==> config.mk <==
export PLATFORM = sky130hd
export DESIGN_NAME = escape_rle_line_decoder
export DESIGN_NICKNAME = d
export VERILOG_FILES = /design/src/hw/rtl/erld_pkg.sv /design/src/hw/rtl/escape_rle_line_decoder.sv
export VERILOG_INCLUDE_DIRS = /design/src /design/src/hw/rtl
export SDC_FILE = /design/constraint.sdc
export NUM_CORES = 1
export LEC_CHECK = 0
export BUFFER_PORTS_ARGS = -buffer_cell sky130_fd_sc_hd__buf_2
export CAP_MARGIN = 20
export CORE_MARGIN = 8
export CORE_UTILIZATION = 50
export DETAILED_ROUTE_END_ITERATION = 8
export GPL_TIMING_DRIVEN = 0
export HOLD_SLACK_MARGIN = 0.08
export PLACE_DENSITY = 0.69
export SETUP_SLACK_MARGIN = 0.3
export SYNTH_ARGS = -nofsm -noshare
export SYNTH_HDL_FRONTEND = slang
export SYNTH_SLANG_ARGS = --single-unit
==> constraint.sdc <==
create_clock -name aclk -period 6.1 [get_ports aclk]
set_input_delay 1.525 -clock aclk [delete_from_list [all_inputs] [get_ports aclk]]
set_output_delay 1.525 -clock aclk [all_outputs]
set_load 0.01 [all_outputs]
==> src/hw/rtl/assert_macros.svh <==
// Assertion helpers for the RTL, included by the line decoder.
`ifndef ASSERT_MACROS_SVH
`define ASSERT_MACROS_SVH

// Checks a condition on every rising clock edge outside of reset.
`define ASSERT_HOLDS(label, clk, rst_n, cond, msg) \
    label: assert property (@(posedge clk) disable iff (!rst_n) (cond)) else $error(msg);

// Checks that an antecedent is followed by a consequent in the next cycle.
`define ASSERT_NEXT(label, clk, rst_n, ante, cons, msg) \
    label: assert property (@(posedge clk) disable iff (!rst_n) (ante) |=> (cons)) \
        else $error(msg);

`endif

==> src/hw/rtl/erld_pkg.sv <==
`timescale 1ns / 1ps

package erld_pkg;

    localparam int CODE_W   = 8;
    localparam int WIDTH_W  = 9;
    localparam int COUNT_W  = 8;
    localparam int MODE_W   = 3;
    localparam int OFFS_W   = 16;
    localparam int LEN_W    = 8;
    localparam int CFG_IDX_W = 2;
    localparam int CFG_DATA_W = 9;
    localparam int PHASE_W  = 2;

    localparam int SCREEN_PITCH_DEF = 320;

    localparam logic [CODE_W-1:0] ESCAPE_BYTE = 8'h7f;

    // Decoder phases.
    localparam logic [PHASE_W-1:0] PH_LITERAL = 2'd0;
    localparam logic [PHASE_W-1:0] PH_COUNT   = 2'd1;
    localparam logic [PHASE_W-1:0] PH_VALUE   = 2'd2;

    // Configuration register indexes.
    localparam logic [CFG_IDX_W-1:0] CFG_LINE_WIDTH  = 2'd0;
    localparam logic [CFG_IDX_W-1:0] CFG_LINE_COUNT  = 2'd1;
    localparam logic [CFG_IDX_W-1:0] CFG_LAYOUT_MODE = 2'd2;

    localparam logic [WIDTH_W-1:0] LINE_WIDTH_RST  = 9'd320;
    localparam logic [COUNT_W-1:0] LINE_COUNT_RST  = 8'd200;
    localparam logic [MODE_W-1:0]  LAYOUT_MODE_RST = 3'd0;

    // Layout modes with special meaning.
    localparam logic [MODE_W-1:0] MODE_PITCH        = 3'd2;
    localparam logic [MODE_W-1:0] MODE_MIRROR_PITCH = 3'd4;
    localparam logic [MODE_W-1:0] MODE_MIRROR       = 3'd5;

    typedef struct packed {
        logic                  image_done;
        logic                  overrun;
        logic                  descending;
        logic [LEN_W-1:0]      run_length;
        logic [OFFS_W-1:0]     start_offset;
        logic [CODE_W-1:0]     pixel_value;
    } run_desc_t;

endpackage

==> src/hw/rtl/escape_rle_line_decoder.sv <==
`timescale 1ns / 1ps
// Channel  | Direction | Ports                     | Contents
// ---------+-----------+---------------------------+------------------------------------------
// s_       | in        | s_tvalid/s_tready/s_tdata | one compressed code byte per transaction
// m_       | out       | m_tvalid/m_tready/m_tdata | one run descriptor per transaction,
//          |           | m_tuser/m_tlast           | tlast marks the run that ends the image
// cfg_     | in        | cfg_wen/cfg_index/cfg_wdata | line width, line count, layout mode
//
// One code byte is accepted per cycle, back to back, while the output is not stalled. The byte is
// captured in the input register; the phase logic and the offset adder then build the descriptor,
// which is registered in the output register. Escape and count bytes produce no transaction at
// the output. Reset (aresetn, synchronous) returns the decoder to the literal phase at the frame
// start and restores the register defaults. When the output stalls, its register holds the
// descriptor and one more byte waits before s_tready drops.

module escape_rle_line_decoder
    import erld_pkg::*;
#(
    parameter int SCREEN_PITCH = SCREEN_PITCH_DEF
) (
    input  logic                  aclk,
    input  logic                  aresetn,

    input  logic                  s_tvalid,
    output logic                  s_tready,
    input  logic [CODE_W-1:0]     s_tdata,   // [7:0] code_byte

    output logic                  m_tvalid,
    input  logic                  m_tready,
    output logic [31:0]           m_tdata,   // [7:0] pixel_value, [23:8] start_offset,
                                             // [31:24] run_length
    output logic [1:0]            m_tuser,   // [0] descending, [1] overrun
    output logic                  m_tlast,   // image_done

    input  logic                  cfg_wen,
    input  logic [CFG_IDX_W-1:0]  cfg_index,
    input  logic [CFG_DATA_W-1:0] cfg_wdata
);

`include "assert_macros.svh"

    localparam logic [OFFS_W-1:0] PITCH = OFFS_W'(SCREEN_PITCH);

    // Configuration registers.
    logic [WIDTH_W-1:0] line_width_reg;
    logic [COUNT_W-1:0] line_count_reg;
    logic [MODE_W-1:0]  layout_mode_reg;

    // Input register.
    logic               in_valid_reg;
    logic [CODE_W-1:0]  in_byte_reg;

    // Decoder state.
    logic [PHASE_W-1:0] phase_reg,   phase_next;
    logic [COUNT_W-1:0] pending_reg, pending_next;
    logic [WIDTH_W-1:0] cols_reg,    cols_next;
    logic [COUNT_W-1:0] rows_reg,    rows_next;
    logic [OFFS_W-1:0]  base_reg,    base_next;

    // Output register.
    logic               out_valid_reg, out_valid_next;
    run_desc_t          out_reg,       out_next;

    logic               out_free;
    logic               advance;
    logic               emit;
    logic               is_value;
    logic [LEN_W-1:0]   run_count;
    logic [WIDTH_W-1:0] eff_width;
    logic [COUNT_W-1:0] eff_count;
    logic               mirror;
    logic [OFFS_W-1:0]  stride;
    logic               over;
    logic [LEN_W-1:0]   run_len;
    logic [WIDTH_W-1:0] cols_after;
    logic [COUNT_W-1:0] rows_dec;
    logic               line_end;
    logic               image_end;
    logic               count_step;

    // The output register can take a descriptor when it is empty or being drained.
    assign out_free = !out_valid_reg || m_tready;
    assign advance  = in_valid_reg && out_free;
    assign s_tready = !in_valid_reg || out_free;

    always_ff @(posedge aclk) begin
        if (!aresetn) begin
            line_width_reg  <= LINE_WIDTH_RST;
            line_count_reg  <= LINE_COUNT_RST;
            layout_mode_reg <= LAYOUT_MODE_RST;
        end else if (cfg_wen) begin
            case (cfg_index)
                CFG_LINE_WIDTH:  line_width_reg  <= cfg_wdata;
                CFG_LINE_COUNT:  line_count_reg  <= cfg_wdata[COUNT_W-1:0];
                CFG_LAYOUT_MODE: layout_mode_reg <= cfg_wdata[MODE_W-1:0];
                default: ;
            endcase
        end
    end

    always_ff @(posedge aclk) begin
        if (!aresetn) begin
            in_valid_reg <= 1'b0;
        end else if (s_tready) begin
            in_valid_reg <= s_tvalid;
        end
    end

    always_ff @(posedge aclk) begin
        if (s_tready && s_tvalid) begin
            in_byte_reg <= s_tdata;
        end
    end

    // Zero width or count registers behave as one.
    assign eff_width = (line_width_reg == '0) ? WIDTH_W'(1) : line_width_reg;
    assign eff_count = (line_count_reg == '0) ? COUNT_W'(1) : line_count_reg;
    assign mirror    = (layout_mode_reg == MODE_MIRROR_PITCH) ||
                       (layout_mode_reg == MODE_MIRROR);
    assign stride    = ((layout_mode_reg == MODE_PITCH) ||
                        (layout_mode_reg == MODE_MIRROR_PITCH))
                       ? PITCH : OFFS_W'(eff_width);

    // A value byte closes an escape; any phase but the count and value phases reads as literal.
    assign is_value  = (phase_reg == PH_VALUE);
    assign run_count = is_value ? pending_reg : LEN_W'(1);
    assign emit      = is_value ? (pending_reg != '0)
                     : ((phase_reg != PH_COUNT) && (in_byte_reg != ESCAPE_BYTE));

    // Runs that do not fit in the rest of the line are cut at the line end.
    assign over       = WIDTH_W'(run_count) > cols_reg;
    assign run_len    = over ? cols_reg[LEN_W-1:0] : run_count;
    assign cols_after = cols_reg - WIDTH_W'(run_len);
    assign line_end   = (cols_after == '0);
    assign rows_dec   = rows_reg - COUNT_W'(1);
    assign image_end  = line_end && (rows_dec == '0);

    always_comb begin
        phase_next   = phase_reg;
        pending_next = pending_reg;
        cols_next    = cols_reg;
        rows_next    = rows_reg;
        base_next    = base_reg;

        out_next.pixel_value  = in_byte_reg;
        out_next.start_offset = mirror
            ? (base_reg + OFFS_W'(cols_reg) - OFFS_W'(1))
            : (base_reg + OFFS_W'(eff_width) - OFFS_W'(cols_reg));
        out_next.run_length   = run_len;
        out_next.descending   = mirror;
        out_next.overrun      = over;
        out_next.image_done   = image_end;

        if (advance) begin
            case (phase_reg)
                PH_COUNT: begin
                    pending_next = in_byte_reg;
                    phase_next   = PH_VALUE;
                end
                PH_VALUE: begin
                    phase_next = PH_LITERAL;
                end
                default: begin
                    phase_next = (in_byte_reg == ESCAPE_BYTE) ? PH_COUNT : PH_LITERAL;
                end
            endcase

            if (emit) begin
                cols_next = cols_after;
                if (line_end) begin
                    cols_next = eff_width;
                    if (image_end) begin
                        rows_next = eff_count;
                        base_next = '0;
                    end else begin
                        rows_next = rows_dec;
                        base_next = base_reg + stride;
                    end
                end
            end
        end

        out_valid_next = out_free ? (advance && emit) : out_valid_reg;
    end

    always_ff @(posedge aclk) begin
        if (!aresetn) begin
            phase_reg     <= PH_LITERAL;
            pending_reg   <= '0;
            cols_reg      <= LINE_WIDTH_RST;
            rows_reg      <= LINE_COUNT_RST;
            base_reg      <= '0;
            out_valid_reg <= 1'b0;
        end else begin
            phase_reg     <= phase_next;
            pending_reg   <= pending_next;
            cols_reg      <= cols_next;
            rows_reg      <= rows_next;
            base_reg      <= base_next;
            out_valid_reg <= out_valid_next;
        end
    end

    always_ff @(posedge aclk) begin
        if (advance && emit) begin
            out_reg <= out_next;
        end
    end

    assign m_tvalid = out_valid_reg;
    assign m_tdata  = {out_reg.run_length, out_reg.start_offset, out_reg.pixel_value};
    assign m_tuser  = {out_reg.overrun, out_reg.descending};
    assign m_tlast  = out_reg.image_done;

    assign count_step = advance && (phase_reg == PH_COUNT);

    // The column and row counters reload before reaching zero.
    `ASSERT_HOLDS(a_cols_nonzero, aclk, aresetn, cols_reg != '0, "columns left reached zero")
    `ASSERT_HOLDS(a_rows_nonzero, aclk, aresetn, rows_reg != '0, "rows left reached zero")
    // A delivered descriptor always covers at least one pixel.
    `ASSERT_HOLDS(a_len_nonzero, aclk, aresetn, !m_tvalid || (m_tdata[31:24] != '0), "empty run")
    // A count byte is always followed by the value phase.
    `ASSERT_NEXT(a_count_to_value, aclk, aresetn, count_step, is_value, "value phase missed")

endmodule
==> impl_metrics.csv <==
group,metric,value,unit
critical_path,rr_worst_depth,24,
routing,first_pass_iters,5,
global_routing,grt_pass1_vias,5618,
sta,finalCritPeriodShare,93.25,%
power_and_ir_drop,p_leak,3.386,nW
critical_path,r2r_slack,0.41,ns
synthesis,ys_warn_count,0,
sta,setup_tns,0,ns
placed_design,dp_slack,-0.2591,ns
critical_path,crit_path_frequent_cell,"o21a_1",
placed_design,placed_area,7458,um2
clock_network,cts_tree,"yes",
synthesis,yosysUniqueCellTypes,61,
floorplanning,rows,43,
routing,wl_per_cell,16.46,um
routing,wl,16730,um
layout,num_antenna_cells,0,
clock_network,htreeDepth,3,
floorplanning,start_util,50.52,%
placed_design,place.gp.congestion,0.9035,
worst_hold_path,min_to,"base_reg[5]",
routing,ant_nets,0,
layout,final_common_cell,"inv_1",
critical_path,worstPathCellList,"inv_1 -> ha_2 -> and2_1 -> ha_1 -> nor2b_1 -> o21a_1 -> o21a_1 -> o21ai_0 -> nand2b_1 -> a21oi_2 -> o21ai_4 -> buf_6 -> mux2i_2 -> ha_1 -> fa_1 -> nor2b_2 -> o21a_1 -> o211ai_1 -> a2111o_1 -> or4_4 -> clkbuf_4 -> nor2_1 -> nor2_1 -> a311oi_1",
floorplanning,fp.dieW,133.5,um
global_routing,grt_use_total,18.78,%
critical_path,end_kind,"register",
placed_design,dpl.hpwl,12950,um
sta,rsz0062_at_grt,"false",
clock_network,clk_latency,0.36,ns
critical_path,critPathMaxStageDelay,0.56,ns
worst_hold_path,holdCritPathClass,"register to register",
synthesis,synth-main-ff-cell,"dfxtp_1",
sta,tightestPinTransition,1.134,ns
global_routing,grt_max_degree,25,
global_routing,grt_overflow,0,
layout,area_delta_synth_final,13.88,%
critical_path,path_class,"register to register",
clock_network,cts_buffers,9,
placed_design,io_buffers,60,
routing,vias,5664,
layout,largest_reg_flops,32,
worst_hold_path,min_from,"base_reg[5]",
sta,fin_ws,0.4118,ns
clock_network,clockBufferDepth,2,
layout,finish.instance_area,7863,um2
sta,setup_viol,0,
sta,fmax,0.1758,GHz
routing,vias_per_cell,5.575,
layout,layout-drive-gt1-share,13.28,%
layout,final_cell_mix,"85 x inv_1, 83 x nor2_1, 69 x ha_1, 65 x dfxtp_1, 61 x buf_2",
synthesis,synthCells,755,
clock_network,cts_root_buf,"clkbuf_16",
power_and_ir_drop,finalPower,1.817,mW
layout,fin_nets,937,
critical_path,crit_family,"compound AO/OA/AOI/OAI gates",
critical_path,start_kind,"register",
run_status,status,"complete, no violations",
clock_network,path_clk_slew,0.08,ns
synthesis,avgSynthCellArea,9.145,um2
critical_path,crit_path_max_fanout,10,
floorplanning,dieArea,17820,um2
critical_path,crit_buf_inv,3,
synthesis,synthesis.area,6904,um2
global_routing,antenna_found_initial,0,
floorplanning,fp.dieH,133.5,um
critical_path,crit_slowest_cell,"or4_4",
floorplanning,fp.coreArea,13670,um2
sta,maxSlewHeadroom,24.40,%
routing,drt_iter0_drc,367,
global_routing,grt_pass1_wl,27170,um
synthesis,synth_top_area_share,18.85,%
floorplanning,ios,61,
run,drv_cap,0,
critical_path,rr_startpoint,"phase_reg[0]",
routing,remaining_drc_errors,0,
synthesis,synth.area.top_cells,"dfxtp_1 19%, edfxtp_1 19%, ha_1 13%",
critical_path,r2r-end,"rows_reg[4]",
synthesis,ys_seq_elements,108,
critical_path,worstPathArrival,5.94,ns
sta,report.final.slew_viol_count,0,
worst_hold_path,hold_depth,2,
clock_network,clock_sinks,108,
synthesis,synth_edf_count,43,
synthesis,synthArstFlopShare,0,%
synthesis,synth_nets,861,
sta,period_needed,5.688,ns
power_and_ir_drop,power_density,231.2,nW/um2
sta,finalHoldViolCount,0,
synthesis,yosysTopAreaCell,"dfxtp_1",
sta,hold_ws,0.4853,ns
critical_path,worstPathRequired,6.35,ns
sta,fin_skew,0.01029,ns
power_and_ir_drop,ir_worst_vdd,184.1,uV
synthesis,ys_seq_area_share,37.55,%
[Yosys cell counts (all sizes together) (6+ instances only)]
library cell / instances
fa: 12
nor2: 83
mux2i: 29
mux2: 7
nor3: 12
a31oi: 9
edfxtp: 43
dfxtp: 65
and2: 16
o21ai: 30
and3: 6
xnor2: 27
a21oi: 60
o211ai: 7
xor2: 12
clkbuf: 19
nor2b: 7
nand2: 43
nand2b: 6
inv: 85
o21a: 7
nand3: 18
ha: 70
nand4: 6
nor4: 7
a21o: 8
[metal layers]
layer  global-route usage, %  up-vias  share of wire [%]
met2                   31.39      160                 47
met1                   23.74     2683                 45
met5                       0        -                  0
met4                   6.987        0                2.7
li1                        -     2790                  -
met3                   3.238       31                5.0
[what timing repair did]
item | in CTS | in global routing
resized for setup | 10 | 9
cloned | 0 | 0
setup endpoints to repair | 32 | 32
pin swaps | 1 | 2
setup buffers | 2 | 2
hold buffers | 0 | 0
[worst max path at each step]
stage	from	slack, ns	cells past startpoint	endpoint
after floorplan	phase_reg[0]	0.85	22	base_reg[4]
after global placement	phase_reg[0]	-0.11	25	base_reg[0]
after detailed placement	phase_reg[0]	-0.26	25	base_reg[3]
after CTS	phase_reg[0]	0.34	25	base_reg[13]
after global routing	phase_reg[0]	0.26	24	rows_reg[4]
final	phase_reg[0]	0.41	24	rows_reg[4]
[where the power goes]
part           total, mW  internal (mW)  switching (mW)
Sequential         0.817          0.794          0.0234
Combinational      0.374          0.161           0.213
Clock              0.626          0.330           0.296
[tightest hold or removal path, cell delays in order (launching register included)]
cell     delay (ns)
dfxtp_1        0.33
nand2_1        0.06
a21oi_1        0.05
[cells by family (layout without fill, tap and decap cells)]
| logic type | count (synthesis) | after routing | synth area share, % |
|---|---|---|---|
| xor gates and xnor gates | 39 | 39 | 4.947 |
| buffers and inverters | 107 | 188 | 5.854 |
| DFF | 108 | 108 | 37.55 |
| muxes | 36 | 36 | 5.346 |
| and+or+nand+nor | 229 | 229 | 16.27 |
| adders and majority gates | 82 | 82 | 16.17 |
| AOI/OAI and AO/OA | 154 | 154 | 13.86 |
[metrics by stage]
| stage | std cells | util (%) |
|---|---|---|
| after floorplan | 755 | - |
| after global placement | 995 | 54.37 |
| after detailed placement | 996 | 54.58 |
| after CTS | 1014 | 57.21 |
| after global routing | 1016 | 57.54 |
| final | 1016 | 57.54 |
[final cells by class]
cell class	count	area (um2)
multi-input combinational	540	3949
tap	180	225.2
clock inverter	7	91.34
timing repair buffer	65	357.8
fill	1232	5803
buffer	21	98.84
inverter	86	322.8
clock buffer	9	225.2
sequential	108	2592
No activity file was read; power rests on OpenSTA's default activity.
